**src/design/acaf_pkg.sv**
```systemverilog
// shared types and constants for the actuator command ascii framer
`default_nettype none

package acaf_pkg;

    // configuration register indexes
    typedef enum logic [7:0] {
        CFG_STEERING_CENTER = 8'd0,
        CFG_STEERING_MIN    = 8'd1,
        CFG_ACCEL_MIN       = 8'd2,
        CFG_REVERSE_MIN     = 8'd3
    } cfg_index_t;

    // classified values handed from the front part to the back part
    typedef struct packed {
        logic [15:0] steer;
        logic [15:0] rev;
        logic [15:0] fwd;
    } vals_t;

    // five bcd digits per value
    localparam int BCD_DIGITS = 5;
    localparam int BCD_W      = 4 * BCD_DIGITS;

    typedef struct packed {
        logic [BCD_W-1:0] steer;
        logic [BCD_W-1:0] rev;
        logic [BCD_W-1:0] fwd;
    } bcd_t;

    // queue between front and back
    localparam int QDEPTH = 2;
    localparam int QPW    = (QDEPTH > 1) ? $clog2(QDEPTH) : 1;
    localparam int QCW    = $clog2(QDEPTH + 1);

    // converter: two binary bits per step, sixteen bits
    localparam int CNV_STEPS = 8;
    localparam int CNV_CW    = $clog2(CNV_STEPS);

    typedef enum logic [1:0] {
        CNV_IDLE,
        CNV_RUN,
        CNV_DONE
    } cnv_state_t;

    // frame layout
    localparam int FRAME_LEN = 16;
    localparam int IDX_W     = $clog2(FRAME_LEN);

    localparam logic [7:0] CH_ZERO = 8'h30;
    localparam logic [7:0] CH_S    = 8'h73;
    localparam logic [7:0] CH_R    = 8'h72;
    localparam logic [7:0] CH_A    = 8'h61;
    localparam logic [7:0] CH_NL   = 8'h0A;

endpackage

`default_nettype wire

```
**src/design/actuator_command_ascii_framer.sv**
```systemverilog
// top level of the actuator command ascii framer
//
//  channel   handshake               payload
//  -------   ---------------------   ---------------------------------------------
//  input     push / full             reverse_level, steer_right, steer_left,
//                                    forward_level, reverse_selected
//  result    empty / pop             out_byte, last_byte (high on closing newline)
//  config    cfg_valid / cfg_ready   cfg_index, cfg_data
//
// each reading set becomes a 16-byte line: 's' dddd 'r' dddd 'a' dddd newline
// one byte per cycle leaves the result register while pop is held high, and the
// byte sequencer limits the rate of reading sets; the bcd converter prepares the
// next set while a line goes out, and the front works in the sequencer's shadow
// a set goes through queue, converter and sequencer before its first byte shows
// reset clears configuration to zero and empties queue, converter and result
// a stalled result side fills the queue, then full rises; cfg_ready is always high
`default_nettype none

module actuator_command_ascii_framer (
    input  wire logic        clk,
    input  wire logic        rst_n,
    // input channel
    input  wire logic        push,
    output logic             full,
    input  wire logic [15:0] reverse_level,
    input  wire logic [15:0] steer_right,
    input  wire logic [15:0] steer_left,
    input  wire logic [15:0] forward_level,
    input  wire logic        reverse_selected,
    // result channel
    output logic             empty,
    input  wire logic        pop,
    output logic [7:0]       out_byte,
    output logic             last_byte,
    // configuration channel
    input  wire logic        cfg_valid,
    output logic             cfg_ready,
    input  wire logic [7:0]  cfg_index,
    input  wire logic [15:0] cfg_data
);

    acaf_pkg::vals_t   front_vals;
    acaf_pkg::vals_t   q_data;
    acaf_pkg::bcd_t    cnv_bcd;
    logic              q_empty;
    logic              q_pop;
    logic              cnv_done;
    logic              cnv_take;
    logic              in_xfer;

    // an input transfer goes straight into the queue
    assign in_xfer = push && !full;

    // front: configuration and classification
    acaf_front u_front (
        .clk              (clk),
        .rst_n            (rst_n),
        .cfg_valid        (cfg_valid),
        .cfg_ready        (cfg_ready),
        .cfg_index        (cfg_index),
        .cfg_data         (cfg_data),
        .reverse_level    (reverse_level),
        .steer_right      (steer_right),
        .steer_left       (steer_left),
        .forward_level    (forward_level),
        .reverse_selected (reverse_selected),
        .vals             (front_vals)
    );

    // decoupling queue
    acaf_queue u_queue (
        .clk     (clk),
        .rst_n   (rst_n),
        .wr_en   (in_xfer),
        .wr_data (front_vals),
        .q_full  (full),
        .rd_en   (q_pop),
        .rd_data (q_data),
        .q_empty (q_empty)
    );

    // back: bcd conversion
    acaf_conv u_conv (
        .clk      (clk),
        .rst_n    (rst_n),
        .q_empty  (q_empty),
        .q_data   (q_data),
        .q_pop    (q_pop),
        .cnv_done (cnv_done),
        .cnv_take (cnv_take),
        .cnv_bcd  (cnv_bcd)
    );

    // back: line sequencer and result register
    acaf_emit u_emit (
        .clk       (clk),
        .rst_n     (rst_n),
        .cnv_done  (cnv_done),
        .cnv_bcd   (cnv_bcd),
        .cnv_take  (cnv_take),
        .empty     (empty),
        .pop       (pop),
        .out_byte  (out_byte),
        .last_byte (last_byte)
    );

endmodule

`default_nettype wire

```
**src/design/acaf_front.sv**
```systemverilog
// front part: configuration registers and classification of one reading set
`default_nettype none

module acaf_front (
    input  wire logic                clk,
    input  wire logic                rst_n,
    input  wire logic                cfg_valid,
    output logic                     cfg_ready,
    input  wire logic [7:0]          cfg_index,
    input  wire logic [15:0]         cfg_data,
    input  wire logic [15:0]         reverse_level,
    input  wire logic [15:0]         steer_right,
    input  wire logic [15:0]         steer_left,
    input  wire logic [15:0]         forward_level,
    input  wire logic                reverse_selected,
    output acaf_pkg::vals_t          vals
);

    logic [15:0] steering_center_reg;
    logic [15:0] steering_min_reg;
    logic [15:0] accel_min_reg;
    logic [15:0] reverse_min_reg;

    assign cfg_ready = 1'b1;

    always_ff @(posedge clk or negedge rst_n)
    begin
        if (!rst_n)
        begin
            steering_center_reg <= '0;
            steering_min_reg    <= '0;
            accel_min_reg       <= '0;
            reverse_min_reg     <= '0;
        end
        else if (cfg_valid && cfg_ready)
        begin
            case (cfg_index)
                acaf_pkg::CFG_STEERING_CENTER: steering_center_reg <= cfg_data;
                acaf_pkg::CFG_STEERING_MIN:    steering_min_reg    <= cfg_data;
                acaf_pkg::CFG_ACCEL_MIN:       accel_min_reg       <= cfg_data;
                acaf_pkg::CFG_REVERSE_MIN:     reverse_min_reg     <= cfg_data;
                default:                       ;
            endcase
        end
    end

    // left has priority over right
    always_comb
    begin
        if (steer_left > steering_min_reg)
            vals.steer = steering_center_reg - {1'b0, steer_left[15:1]};
        else if (steer_right > steering_min_reg)
            vals.steer = steering_center_reg + {1'b0, steer_right[15:1]};
        else
            vals.steer = steering_center_reg;

        if ((forward_level <= accel_min_reg) || reverse_selected)
            vals.fwd = '0;
        else
            vals.fwd = forward_level;

        if ((reverse_level <= reverse_min_reg) || !reverse_selected)
            vals.rev = '0;
        else
            vals.rev = reverse_level;
    end

endmodule

`default_nettype wire

```
**src/design/acaf_queue.sv**
```systemverilog
// short queue of classified values between front and back
`default_nettype none

module acaf_queue (
    input  wire logic                clk,
    input  wire logic                rst_n,
    input  wire logic                wr_en,
    input  wire acaf_pkg::vals_t     wr_data,
    output logic                     q_full,
    input  wire logic                rd_en,
    output acaf_pkg::vals_t          rd_data,
    output logic                     q_empty
);

    acaf_pkg::vals_t                 slot_reg [acaf_pkg::QDEPTH];
    logic [acaf_pkg::QPW-1:0]        wptr_reg;
    logic [acaf_pkg::QPW-1:0]        rptr_reg;
    logic [acaf_pkg::QCW-1:0]        count_reg;

    localparam logic [acaf_pkg::QPW-1:0] PTR_LAST = acaf_pkg::QPW'(acaf_pkg::QDEPTH - 1);

    assign q_full  = (count_reg == acaf_pkg::QCW'(acaf_pkg::QDEPTH));
    assign q_empty = (count_reg == '0);
    assign rd_data = slot_reg[rptr_reg];

    always_ff @(posedge clk)
    begin
        if (wr_en)
            slot_reg[wptr_reg] <= wr_data;
    end

    always_ff @(posedge clk or negedge rst_n)
    begin
        if (!rst_n)
        begin
            wptr_reg  <= '0;
            rptr_reg  <= '0;
            count_reg <= '0;
        end
        else
        begin
            if (wr_en)
                wptr_reg <= (wptr_reg == PTR_LAST) ? '0 : wptr_reg + acaf_pkg::QPW'(1);
            if (rd_en)
                rptr_reg <= (rptr_reg == PTR_LAST) ? '0 : rptr_reg + acaf_pkg::QPW'(1);
            if (wr_en && !rd_en)
                count_reg <= count_reg + acaf_pkg::QCW'(1);
            else if (rd_en && !wr_en)
                count_reg <= count_reg - acaf_pkg::QCW'(1);
        end
    end

endmodule

`default_nettype wire

```
**src/design/acaf_conv.sv**
```systemverilog
// back part, first half: binary to bcd conversion of three values in parallel
`default_nettype none

module acaf_conv (
    input  wire logic                clk,
    input  wire logic                rst_n,
    input  wire logic                q_empty,
    input  wire acaf_pkg::vals_t     q_data,
    output logic                     q_pop,
    output logic                     cnv_done,
    input  wire logic                cnv_take,
    output acaf_pkg::bcd_t           cnv_bcd
);

    acaf_pkg::cnv_state_t            state_reg;
    acaf_pkg::cnv_state_t            state_next;
    logic [acaf_pkg::CNV_CW-1:0]     cnt_reg;
    acaf_pkg::vals_t                 bin_reg;
    acaf_pkg::bcd_t                  bcd_reg;
    acaf_pkg::bcd_t                  bcd_next;

    // one double-dabble step: add 3 to digits of 5 or more, then shift in a bit
    function automatic logic [acaf_pkg::BCD_W-1:0] dabble(
        input logic [acaf_pkg::BCD_W-1:0] b,
        input logic                       bit_in
    );
        logic [acaf_pkg::BCD_W-1:0] adj;
        adj = b;
        for (int d = 0; d < acaf_pkg::BCD_DIGITS; d++)
        begin
            if (adj[d*4 +: 4] >= 4'd5)
                adj[d*4 +: 4] = adj[d*4 +: 4] + 4'd3;
        end
        return {adj[acaf_pkg::BCD_W-2:0], bit_in};
    endfunction

    assign cnv_bcd = bcd_reg;

    // outputs
    always_comb
    begin
        q_pop    = 1'b0;
        cnv_done = 1'b0;
        case (state_reg)
            acaf_pkg::CNV_IDLE: q_pop = !q_empty;
            acaf_pkg::CNV_DONE:
            begin
                cnv_done = 1'b1;
                q_pop    = cnv_take && !q_empty;
            end
            default: ;
        endcase
    end

    // next state
    always_comb
    begin
        state_next = state_reg;
        case (state_reg)
            acaf_pkg::CNV_IDLE:
                if (q_pop)
                    state_next = acaf_pkg::CNV_RUN;
            acaf_pkg::CNV_RUN:
                if (cnt_reg == acaf_pkg::CNV_CW'(acaf_pkg::CNV_STEPS - 1))
                    state_next = acaf_pkg::CNV_DONE;
            acaf_pkg::CNV_DONE:
                if (cnv_take)
                    state_next = q_pop ? acaf_pkg::CNV_RUN : acaf_pkg::CNV_IDLE;
            default:
                state_next = acaf_pkg::CNV_IDLE;
        endcase
    end

    // two bits per cycle on each lane
    always_comb
    begin
        bcd_next.steer = dabble(dabble(bcd_reg.steer, bin_reg.steer[15]), bin_reg.steer[14]);
        bcd_next.rev   = dabble(dabble(bcd_reg.rev, bin_reg.rev[15]), bin_reg.rev[14]);
        bcd_next.fwd   = dabble(dabble(bcd_reg.fwd, bin_reg.fwd[15]), bin_reg.fwd[14]);
    end

    always_ff @(posedge clk or negedge rst_n)
    begin
        if (!rst_n)
        begin
            state_reg <= acaf_pkg::CNV_IDLE;
            cnt_reg   <= '0;
        end
        else
        begin
            state_reg <= state_next;
            if (q_pop)
                cnt_reg <= '0;
            else if (state_reg == acaf_pkg::CNV_RUN)
                cnt_reg <= cnt_reg + acaf_pkg::CNV_CW'(1);
        end
    end

    always_ff @(posedge clk)
    begin
        if (q_pop)
        begin
            bin_reg <= q_data;
            bcd_reg <= '0;
        end
        else if (state_reg == acaf_pkg::CNV_RUN)
        begin
            bin_reg.steer <= {bin_reg.steer[13:0], 2'b00};
            bin_reg.rev   <= {bin_reg.rev[13:0], 2'b00};
            bin_reg.fwd   <= {bin_reg.fwd[13:0], 2'b00};
            bcd_reg       <= bcd_next;
        end
    end

endmodule

`default_nettype wire

```
**src/design/acaf_emit.sv**
```systemverilog
// back part, second half: frame sequencer and result register
`default_nettype none

module acaf_emit (
    input  wire logic                clk,
    input  wire logic                rst_n,
    input  wire logic                cnv_done,
    input  wire acaf_pkg::bcd_t      cnv_bcd,
    output logic                     cnv_take,
    output logic                     empty,
    input  wire logic                pop,
    output logic [7:0]               out_byte,
    output logic                     last_byte
);

    localparam logic [acaf_pkg::IDX_W-1:0] IDX_LAST = acaf_pkg::IDX_W'(acaf_pkg::FRAME_LEN - 1);

    acaf_pkg::bcd_t                  bcd_reg;
    logic                            active_reg;
    logic [acaf_pkg::IDX_W-1:0]      idx_reg;
    logic                            out_valid_reg;
    logic [7:0]                      out_byte_reg;
    logic                            last_byte_reg;
    logic                            adv;
    logic                            finish;
    logic [7:0]                      byte_c;

    // character for one of the four printed digits; the thousands place folds
    // in the ten-thousands digit, so it is not clamped to a digit
    function automatic logic [7:0] digit_char(
        input logic [acaf_pkg::BCD_W-1:0] b,
        input logic [1:0]                 pos
    );
        logic [7:0] thou;
        logic [7:0] ch;
        thou = {4'b0, b[19:16]};
        case (pos)
            2'd0:    ch = acaf_pkg::CH_ZERO + (thou << 3) + (thou << 1) + {4'b0, b[15:12]};
            2'd1:    ch = acaf_pkg::CH_ZERO + {4'b0, b[11:8]};
            2'd2:    ch = acaf_pkg::CH_ZERO + {4'b0, b[7:4]};
            default: ch = acaf_pkg::CH_ZERO + {4'b0, b[3:0]};
        endcase
        return ch;
    endfunction

    assign adv      = !out_valid_reg || pop;
    assign finish   = active_reg && adv && (idx_reg == IDX_LAST);
    assign cnv_take = cnv_done && (!active_reg || finish);

    assign empty     = !out_valid_reg;
    assign out_byte  = out_byte_reg;
    assign last_byte = last_byte_reg;

    always_comb
    begin
        case (idx_reg) inside
            4'd0:          byte_c = acaf_pkg::CH_S;
            [4'd1:4'd4]:   byte_c = digit_char(bcd_reg.steer, 2'(idx_reg - 4'd1));
            4'd5:          byte_c = acaf_pkg::CH_R;
            [4'd6:4'd9]:   byte_c = digit_char(bcd_reg.rev, 2'(idx_reg - 4'd6));
            4'd10:         byte_c = acaf_pkg::CH_A;
            [4'd11:4'd14]: byte_c = digit_char(bcd_reg.fwd, 2'(idx_reg - 4'd11));
            default:       byte_c = acaf_pkg::CH_NL;
        endcase
    end

    always_ff @(posedge clk or negedge rst_n)
    begin
        if (!rst_n)
        begin
            active_reg    <= 1'b0;
            idx_reg       <= '0;
            out_valid_reg <= 1'b0;
        end
        else
        begin
            if (cnv_take)
            begin
                active_reg <= 1'b1;
                idx_reg    <= '0;
            end
            else
            begin
                if (finish)
                    active_reg <= 1'b0;
                if (active_reg && adv)
                    idx_reg <= idx_reg + acaf_pkg::IDX_W'(1);
            end
            if (adv)
                out_valid_reg <= active_reg;
        end
    end

    always_ff @(posedge clk)
    begin
        if (cnv_take)
            bcd_reg <= cnv_bcd;
        if (active_reg && adv)
        begin
            out_byte_reg  <= byte_c;
            last_byte_reg <= (idx_reg == IDX_LAST);
        end
    end

endmodule

`default_nettype wire
```
**config.mk**
```make
export PLATFORM = sky130hd
export DESIGN_NAME = actuator_command_ascii_framer
export DESIGN_NICKNAME = d
export VERILOG_FILES = /design/src/design/acaf_pkg.sv /design/src/design/actuator_command_ascii_framer.sv /design/src/design/acaf_front.sv /design/src/design/acaf_queue.sv /design/src/design/acaf_conv.sv /design/src/design/acaf_emit.sv
export SDC_FILE = /design/constraint.sdc
export NUM_CORES = 1
export LEC_CHECK = 0
export BUFFER_PORTS_ARGS = -buffer_cell sky130_fd_sc_hd__buf_2
export CAP_MARGIN = 20
export CORE_UTILIZATION = 38
export DETAILED_ROUTE_END_ITERATION = 7
export PLACE_DENSITY = 0.6
export SLEW_MARGIN = 30
export SYNTH_ARGS = -nofsm -noshare
export SYNTH_HDL_FRONTEND = slang
export SYNTH_SLANG_ARGS = --single-unit
```
**constraint.sdc**
```tcl
create_clock -name clk -period 6.9 [get_ports clk]
set_input_delay 0.69 -clock clk [delete_from_list [all_inputs] [get_ports clk]]
set_output_delay 0.69 -clock clk [all_outputs]
set_load 0.005 [all_outputs]
```
Word level (Yosys, flattened, before mapping)
Memories as Yosys holds them, arrays and structs flattened.
Index checks and enable logic that the tools add are counted.
- bits of input ports: 94
- memories kept: 1
- output and inout bits: 12
- bits in writable memories: 96
- flip-flop bits (word level): 256
- memory list (memory ; words ; bits a word ; read ports ; clocked after Yosys merged registers in ; wr ports ; RTL line ; text):
    u_queue.slot_reg ; 2 ; 48 ; 1 ; 0 ; 1 ; acaf_queue.sv:15 ; acaf_pkg::vals_t slot_reg [acaf_pkg::QDEPTH];
- equal/unequal tests: 19
- $add $sub $neg: 59
- $lt $le $gt $ge: 40
- muxes and demuxes: 63
- reductions and logical operators: 37
- operators with widths (kind ; count):
    >= comparator 4 x 3 -> 1 bit (second input constant) ; 31
    two-way mux 4 bit ; 26
    adder 4 x 2 -> 4 bit (second input constant) ; 24
    two-way mux 48 bit ; 2
    case mux 8 bit (3 select lines) ; 3
    two-way mux 16 bit ; 4
    adder 6 x 4 -> 7 bit (first input constant) ; 9
    two-way mux 8 bit ; 5
    > comparator 16 bit ; 2
    <= comparator 16 bit ; 2
    adder 6 x 7 -> 8 bit (first input constant) ; 3
    adder 8 x 4 -> 8 bit ; 3
    adder 8 x 5 -> 8 bit ; 3
    two-way mux 3 bit ; 8
    adder 3 x 2 -> 3 bit (second input constant) ; 6
    adder 16 x 15 -> 16 bit ; 1
    equality test 8 x 2 -> 1 bit (second input constant) ; 2
    subtractor 16 x 15 -> 16 bit ; 1
    equality test 2 bit (second input constant) ; 5
    logical AND 1 bit ; 10
    zero test 2 bit ; 5
    two-way mux 2 bit ; 5
    equality test 2 x 1 -> 1 bit (second input constant) ; 4
    equality test 4 bit (second input constant) ; 2
    other kinds (24) ; 52

Depth between registers and ports, before layout
Gate-level depths: netlist (run 1).
- depth in word-level cells: 11
- gate-level depth with buffers: 13
- gate-level depth less buffers: 12

Hierarchy
A second synthesis (run 1) with hierarchy kept.
- cells, all modules: 1898
- area total of the unflattened synthesis: 20362.0 µm²
- by module, submodules not included (module ; area an instance (µm²) ; instances ; cells each ; sequential area each (µm²)):
    acaf_conv ; 6904.1 ; 1 ; 804 ; 2767.7
    acaf_front ; 5864.4 ; 1 ; 619 ; 1601.5
    acaf_emit ; 3883.7 ; 1 ; 309 ; 2222.1
    acaf_queue ; 3696.0 ; 1 ; 165 ; 2982.9
    actuator_command_ascii_framer ; 13.8 ; 1 ; 1 ; 0.0

Worst setup path after synthesis (run 1)
Ideal clock, no wire load.
- path type: flip-flop to flip-flop
- start point: register u_emit.idx_reg[1] in the netlist's numbering
- end point: register u_emit.bcd_reg[0] in the netlist's numbering (enable)
- required time: 6417 ps
- library setup time: 483 ps
- arrival: 3752 ps
- setup slack: 2665 ps
- stages on the path, launching flop included: 7
- period minus slack after synthesis: 4235 ps
- buffers on the path: 1
- cell sequence: dfrtp_1 ha_1 buf_2 and3_1 nand2_1 and2_4 nor2_1
- word-level cells in the longest chain between the ends: 4
- ends and longest elaborated chain (element ; RTL line ; text):
    start, declared ; acaf_emit.sv:20 ; logic [acaf_pkg::IDX_W-1:0] idx_reg;
    start signal, assigned ; acaf_emit.sv:87 ; idx_reg <= idx_reg + acaf_pkg::IDX_W'(1);
    equality test 4 bit ; acaf_emit.sv:47 ; assign finish = active_reg && adv && (idx_reg == IDX_LAST);
    logical AND 1 bit ; acaf_emit.sv:47 ;
    logical OR 1 bit ; acaf_emit.sv:48 ; assign cnv_take = cnv_done && (!active_reg || finish);
    logical AND 1 bit ; acaf_emit.sv:48 ;
    via cnv_take ; actuator_command_ascii_framer.sv:48 ; logic cnv_take;
    end signal, assigned ; acaf_emit.sv:97 ; bcd_reg <= cnv_bcd;
    end, declared ; acaf_emit.sv:18 ; acaf_pkg::bcd_t bcd_reg;
The timed path passes the listed nets, and every way through them passes these cells.
A chain may end at the register's enable or synchronous reset.

Worst setup path in the final report (run 1)
- start point: register u_emit.idx_reg[1] in the netlist's numbering
- end point: register u_conv.bin_reg[23] in the netlist's numbering (data pin)
- word-level cells in the longest chain between the ends: 7
- ends and longest elaborated chain (element ; RTL line ; text):
    equality test 4 bit ; acaf_emit.sv:47 ;
    logical AND 1 bit ; acaf_emit.sv:47 ;
    logical OR 1 bit ; acaf_emit.sv:48 ;
    logical AND 1 bit ; acaf_emit.sv:48 ;
    logical AND 1 bit ; acaf_conv.sv:49 ; q_pop = cnv_take && !q_empty;
    case mux 1 bit (2 select lines) ; acaf_conv.sv:44 ; case (state_reg)
    two-way mux 48 bit ; acaf_conv.sv:101 ; if (q_pop)
    end signal, assigned ; acaf_conv.sv:103 ; bin_reg <= q_data;
    end, declared ; acaf_conv.sv:18 ; acaf_pkg::vals_t bin_reg;
Every way passes these cells.

==> reports/qor.yml, run 1 <==
worst_setup_path:
  worst-path-max-fanout: 92
  crit_arrival_ns: 3.67
  crit_chain: "ha_1 -> and3_1 -> nand2_1 -> and2_4 -> a211oi_4 -> inv_4 -> buf_4 -> nand2_1 -> o21ai_0"
  cp-end-kind: "flop"
  crit_required_ns: 7.17
  slowest_delay_ns: 0.55
  start_kind: "flop"
  path_buf_inv: 2
  slowest_stage: "a211oi_4"
  cp_top_family: "buffers and inverters"
  cp_common_cell: "nand2_1"
  crit_type: "reg2reg"
grt:
  grt_pass1_wl_um: 71200
  grt-ovfl-total: 0
  grt_pass1_vias: 13900
  grt_antenna_before_repair: 0
  grt_max_degree: 114
  grtUsageTotal_pct: 16.4
cts:
  clock_sinks: 352
  clkLatencyLatePin_ns: 0.56
  clk_pin_slew_worst_paths_ns: 0.06
  cts_tree: "built"
  cts_made_buffers: 41
  hold_buffers: 1
  post_cts_resized: 0
  cts_setup_buffers: 0
  cts_buffer_depth: 3
  cts_max_level: 2
  cts-root-buf: "clkbuf_16"
detailed_routing:
  drt_iter0_drc: 734
  vias: 14000
  antenna_left: 0
  viasPerCell: 5.20
  wire_per_inst_um: 16.4
  wl_um: 44200
  drtPass1Iterations: 5
  route.detailed.drc: 0
timing:
  relSlewSlack_pct: 30.2
  layout_worst_path_cycle_share_pct: 49.2
  setup_viol: 0
  rsz0062_at_grt: "false"
  finalCriticalPeriod_ns: 3.40
  fmax_mhz: 294
  fin_hold_ws_ns: 0.432
  tns_ns: 0
  drv_slew: 0
  worst_pin_slew_ns: 1.04
  hold_viol_final: 0
  fin_skew_ns: 0.0190
die:
  fp.dieH_um: 233
  die_area_mm2: 0.0541
  initial_core_util_pct: 38.5
  ios: 106
  die_x_um: 233
  coreArea_mm2: 0.0526
  row_count: 84
synth:
  synth_cells: 1877
  synth.avg_cell_area_um2: 10.8
  synth_edf_count: 213
  synthFlopType: "edfxtp_1"
  yosysWarnings: 0
  ys_seq_area_share_pct: 47.4
  async_reset_ff_share_pct: 22.4
  synth_cell_types: 71
  yosys_register_bits: 352
  synth_fp_nets: 2168
  synth_area_mm2: 0.0202
power_and_ir_drop:
  power_density_mw_per_mm2: 423
  p_int_w: 0.00602
  power_w: 0.00966
  combinationalPowerShare_pct: 42.0
  power_switching_w: 0.00363
  clkPwrFrac_pct: 22.8
  p_leak_nw: 9.70
  sequentialPowerShare_pct: 35.2
  ir_worst_vdd_v: 0.000227
  swShare_pct: 37.6
finish:
  largest_reg_flops: 96
  layout-drive-gt1-share_pct: 14.3
  stdcell_area_mm2: 0.0228
  n_antenna_cell: 0
  final_cells: 2696
  nNetsFinal: 2266
  layout-area-overhead-vs-synth_pct: 13.0
placement:
  port_buffers: 104
  gp_congestion: 0.909
  placed_area_mm2: 0.0214
  numPlacedInstances: 2619
  dp_hpwl_um: 32000
min_path:
  hold_class: "in2reg"
run:
  max_cap_viol_count: 0
outcome:
  outcome: "finished, final reports clean"
## synth_stat cells (4+ instances only)
library cell  count  area share [%]
buf_2            15            0.37
ha_1            189              12
nor3b_1          25            0.93
dfxtp_1          60             5.9
and4_1            4            0.17
nand2_1         105             1.9
mux2i_1          92             4.6
a211oi_1         14            0.52
nor4_1            7            0.22
xnor2_1          54             2.3
a21oi_1         123             3.0
o21ai_0         157             3.9
nand3_1          70             1.7
a222oi_1         10            0.50
a21boi_0          7            0.26
nor2b_1          20            0.62
o211ai_1         10            0.37
a22o_1            4            0.17
nor2_1           86             1.6
nand4_1          15            0.46
buf_1             7            0.13
o21a_1           18            0.67
o31ai_1           8            0.30
clkbuf_1         30            0.56
xor2_1           13            0.56
buf_6             5            0.28
dfrtp_1          79             9.8
and3_1            6            0.19
nor3_1           19            0.47
nand2b_1         30            0.93
fa_1              8            0.79
inv_1           175             3.2
and2_1           34             1.1
edfxtp_1        213              32
mux2_2           86             4.8
a21o_1           21            0.78
nand3b_1          4            0.15
a31oi_1           7            0.22
## path summary, 6_finish.rpt
| path | cells past startpoint | startpoint | end | slack (ns) |
|---|---|---|---|---|
| max reg2reg | 9 | u_emit.idx_reg[1]$_DFFE_PN0P_ | u_conv.bin_reg[23]$_DFFE_PP_ | 3.50 |
| max | 9 | u_emit.idx_reg[1]$_DFFE_PN0P_ | u_conv.bin_reg[23]$_DFFE_PP_ | 3.50 |
| max in group asynchronous | 3 | rst_n | u_front.steering_min_reg[7]$_DFFE_PN0P_ | 5.43 |
| min | 3 | cfg_data[0] | u_front.steering_center_reg[0]$_DFFE_PN0P_ | 0.43 |
| min reg2reg | 0 | u_conv.cnv_bcd[17]$_SDFFE_PP0P_ | u_emit.bcd_reg[17]$_DFFE_PN_ | 0.46 |
| min in group asynchronous | 2 | rst_n | u_queue.wptr_reg$_DFFE_PN0P_ | 0.56 |
## kinds of logic (layout without fill, tap and decap cells)
kind of cell,count (synthesis),count (layout),synth area share (%)
compound gates,411,411,12.2
xor+xnor,67,67,2.90
fa+ha+maj,197,197,12.5
buf+inv,237,368,4.74
flops,352,352,47.4
mux,178,178,9.35
other cells,1,1,0.0186
simple gates,434,434,11.0
## metal layers
layer | part of all wire (%) | vias up | routed length, um | GRT usage [%]
met3 | 4.4 | 67 | 1940 | 2.24
met1 | 47 | 6681 | 20700 | 22.0
met5 | 0 | - | 0 | 0
li1 | - | 6955 | - | -
met4 | 2.3 | 0 | 1030 | 4.80
met2 | 46 | 307 | 20500 | 27.6
## stage by stage
step	worst slack, ns	util [%]
floorplan	2.67	-
global placement	3.50	40.7
detailed placement	3.46	40.8
CTS	3.46	43.4
global route	3.26	43.5
finish	3.50	43.5
## placed cells by master (no fill, tap or decap), types with 15 or more instances in the layout
cell / instances
o21ai_0: 157
ha_1: 189
xnor2_1: 54
clkbuf_16: 42
a21o_1: 21
mux2_2: 86
nor3_1: 18
nand2_1: 104
a21oi_1: 123
nor2_1: 84
mux2i_1: 92
nor3b_1: 25
inv_1: 175
o21a_1: 18
nand4_1: 15
dfrtp_1: 78
dfxtp_1: 60
edfxtp_1: 213
nand3_1: 70
buf_2: 103
and2_1: 34
nand2b_1: 29
nor2b_1: 19
## area by class of cell
class                      count  area [um2]
clock buffer                  51        1110
timing repair buffer         115         616
tap                          688         861
clock inverter                25         270
sequential                   352        9580
inverter                     177         667
fill                        5018       29700
multi-input combinational   1288        9730
## worst register-to-register path: stages (launching register included)
cell      delay (ns)
dfrtp_1         0.47
ha_1            0.40
and3_1          0.23
nand2_1         0.07
and2_4          0.19
a211oi_4        0.55
inv_4           0.42
buf_4           0.51
nand2_1         0.20
o21ai_0         0.09
## power groups by stage
stage / sequential, W / combinational, W / clock [W]
floorplan: 0.00331 / 0.00327 / 0
global placement: 0.00343 / 0.00393 / 0
detailed placement: 0.00345 / 0.00408 / 0
CTS: 0.00341 / 0.00410 / 0.00226
global route: 0.00348 / 0.00464 / 0.00233
finish: 0.00340 / 0.00406 / 0.00220
(Power assumes the default switching activity.)
==> run 2, diff against run 1 <==
==> constraint.sdc (replaced) <==
create_clock -name clk -period 3.22 [get_ports clk]
set_input_delay 0.322 -clock clk [delete_from_list [all_inputs] [get_ports clk]]
set_output_delay 0.322 -clock clk [all_outputs]
set_load 0.005 [all_outputs]
==> run 2 against run 1 <==
Against the previous run: clock-buffer cell count is 7 higher; critical path depth decreased by 2; die area stayed put; global-route usage increased by 0.22 points; routed wire length is 1.3% higher; utilization rose by 0.25 points; hold slack worse by 0.37 ns; first-iteration DRC count up 2.0%.
==> reports/qor.yml, run 2 (same netlist as run 1, synthesis figures left out) <==
cts:
  cts_made_buffers: 41
  cts_setup_buffers: 0
  cts_buffer_depth: 3
  clkLatencyLatePin_ns: 0.57
  cts-root-buf: "clkbuf_16"
  cts_tree: "built"
  clk_pin_slew_worst_paths_ns: 0.06
  clock_sinks: 352
  cts_max_level: 2
  post_cts_resized: 0
grt:
  grt_max_degree: 82
  grt_pass1_wl_um: 71800
  grt_pass1_vias: 13800
  grtUsageTotal_pct: 16.7
  grt-ovfl-total: 0
  grt_antenna_before_repair: 0
die:
  coreArea_mm2: 0.0526
  die_x_um: 233
  fp.dieH_um: 233
  row_count: 84
  initial_core_util_pct: 38.5
  die_area_mm2: 0.0541
  ios: 106
worst_setup_path:
  cp_top_family: "compound AO/OA/AOI/OAI gates"
  r2r_end: "u_queue.slot_reg[0][46]$_DFFE_PP_"
  cp-end-kind: "flop"
  crit_type: "reg2reg"
  cp_common_cell: "mux2i_1"
  crit_chain: "ha_1 -> a2111oi_1 -> a21boi_1 -> or4_1 -> and3_1 -> mux2i_1 -> mux2i_1"
  path_buf_inv: 0
  worst-path-max-fanout: 6
  slowest_delay_ns: 0.55
  crit_required_ns: 3.51
  rrSetupSlack_ns: 0.50
  crit_arrival_ns: 3.01
  slowest_stage: "a2111oi_1"
  start_kind: "flop"
  r2r_cells: 7
  timing.rr.start: "u_front.steering_center_reg[7]$_DFFE_PN0P_"
detailed_routing:
  wl_um: 44800
  route.detailed.drc: 0
  vias: 14000
  viasPerCell: 5.16
  wire_per_inst_um: 16.5
  antenna_left: 0
  drtPass1Iterations: 7
  drt_iter0_drc: 749
timing:
  layout_worst_path_cycle_share_pct: 84.5
  tns_ns: 0
  worst_pin_slew_ns: 0.862
  rsz0062_at_grt: "false"
  fmax_mhz: 367
  finalCriticalPeriod_ns: 2.72
  hold_viol_final: 0
  fin_skew_ns: 0.0203
  setup_viol: 0
  drv_slew: 0
  relSlewSlack_pct: 42.5
finish:
  nNetsFinal: 2282
  utilization_pct: 43.7
  final_cell_mix: "edfxtp_1, ha_1, inv_1"
  layout_commonest_cell: "edfxtp_1"
  layout-area-overhead-vs-synth_pct: 13.6
  layout-drive-gt1-share_pct: 14.7
  n_antenna_cell: 0
  final_cells: 2712
  largest_reg_flops: 96
outcome:
  outcome: "finished, final reports clean"
power_and_ir_drop:
  ir_worst_vdd_v: 0.000467
  power_w: 0.0208
  power_density_mw_per_mm2: 908
  p_leak_nw: 9.79
min_path:
  hold_class: "in2reg"
  holdPathStages: 2
  hold_path_end: "u_front.steering_min_reg[3]$_DFFE_PN0P_"
  min-delay-start: "cfg_data[3]"
placement:
  numPlacedInstances: 2635
  port_buffers: 104
  dp_hpwl_um: 33000
  gp_congestion: 0.877
run:
  max_cap_viol_count: 0
run 2: repair_timing:
| item | 4_1_cts | 5_1_grt |
|---|---|---|
| hold endpoints to repair | 55 | 0 |
| hold buffers | 1 | 0 |
| setup endpoints to repair | 0 | 0 |
run 2: layout make-up:
cell class,count,area [um2]
multi-input cells,1288,9730
clock buffers,58,1150
clock inverters,18,205
repair buffers,131,778
well taps,688,861
inverters,177,667
flip-flops and latches,352,9580
fillers,4972,29600
run 2: layer usage:
layer  track usage (%)  part of all wire (%)  up-vias
li1                  -                     -     6991
met1              22.3                    47     6664
met2              27.5                    46      266
met3              2.37                   3.7       70
met4              5.84                   2.7        0
met5                 0                     0        -
run 2: how the worst max path moves through the flow:
| stage | to | start | cells after the start | slack (ns) |
|---|---|---|---|---|
| after detailed placement | u_queue.slot_reg[1][47]$_DFFE_PP_ | steer_left[9] | 10 | 0.49 |
| final | u_queue.slot_reg[0][46]$_DFFE_PP_ | u_front.steering_center_reg[7]$_DFFE_PN0P_ | 7 | 0.50 |
| after floorplan | u_emit.bcd_reg[0]$_DFFE_PN_ | u_emit.idx_reg[1]$_DFFE_PN0P_ | 6 | 0.02 |
| after CTS | u_emit.out_byte[6]$_SDFFCE_PN1P_ | u_emit.bcd_reg[18]$_DFFE_PN_ | 10 | 0.51 |
| after global routing | u_emit.out_byte[0]$_SDFFCE_PN1P_ | u_emit.idx_reg[1]$_DFFE_PN0P_ | 8 | 0.29 |
| after global placement | u_queue.slot_reg[0][0]$_DFFE_PP_ | forward_level[1] | 9 | 0.24 |
run 2: through the flow:
step           cell area [um2]  setup slack (ns)  hold slack, ns
2_1_floorplan            20200            0.0218          0.0264
3_3_place_gp             21600             0.244           0.426
3_5_place_dp             21600             0.486           0.435
4_1_cts                  23000             0.508          0.0228
5_1_grt                  23000             0.287          0.0542
6_report                 23000             0.498          0.0604
run 2: report_power, final:
group | leakage [nW] | switching (W) | internal (W)
sequential | 3.59 | 0.000825 | 0.00649
clock | 0.662 | 0.00188 | 0.00276
combinational | 5.53 | 0.00515 | 0.00375
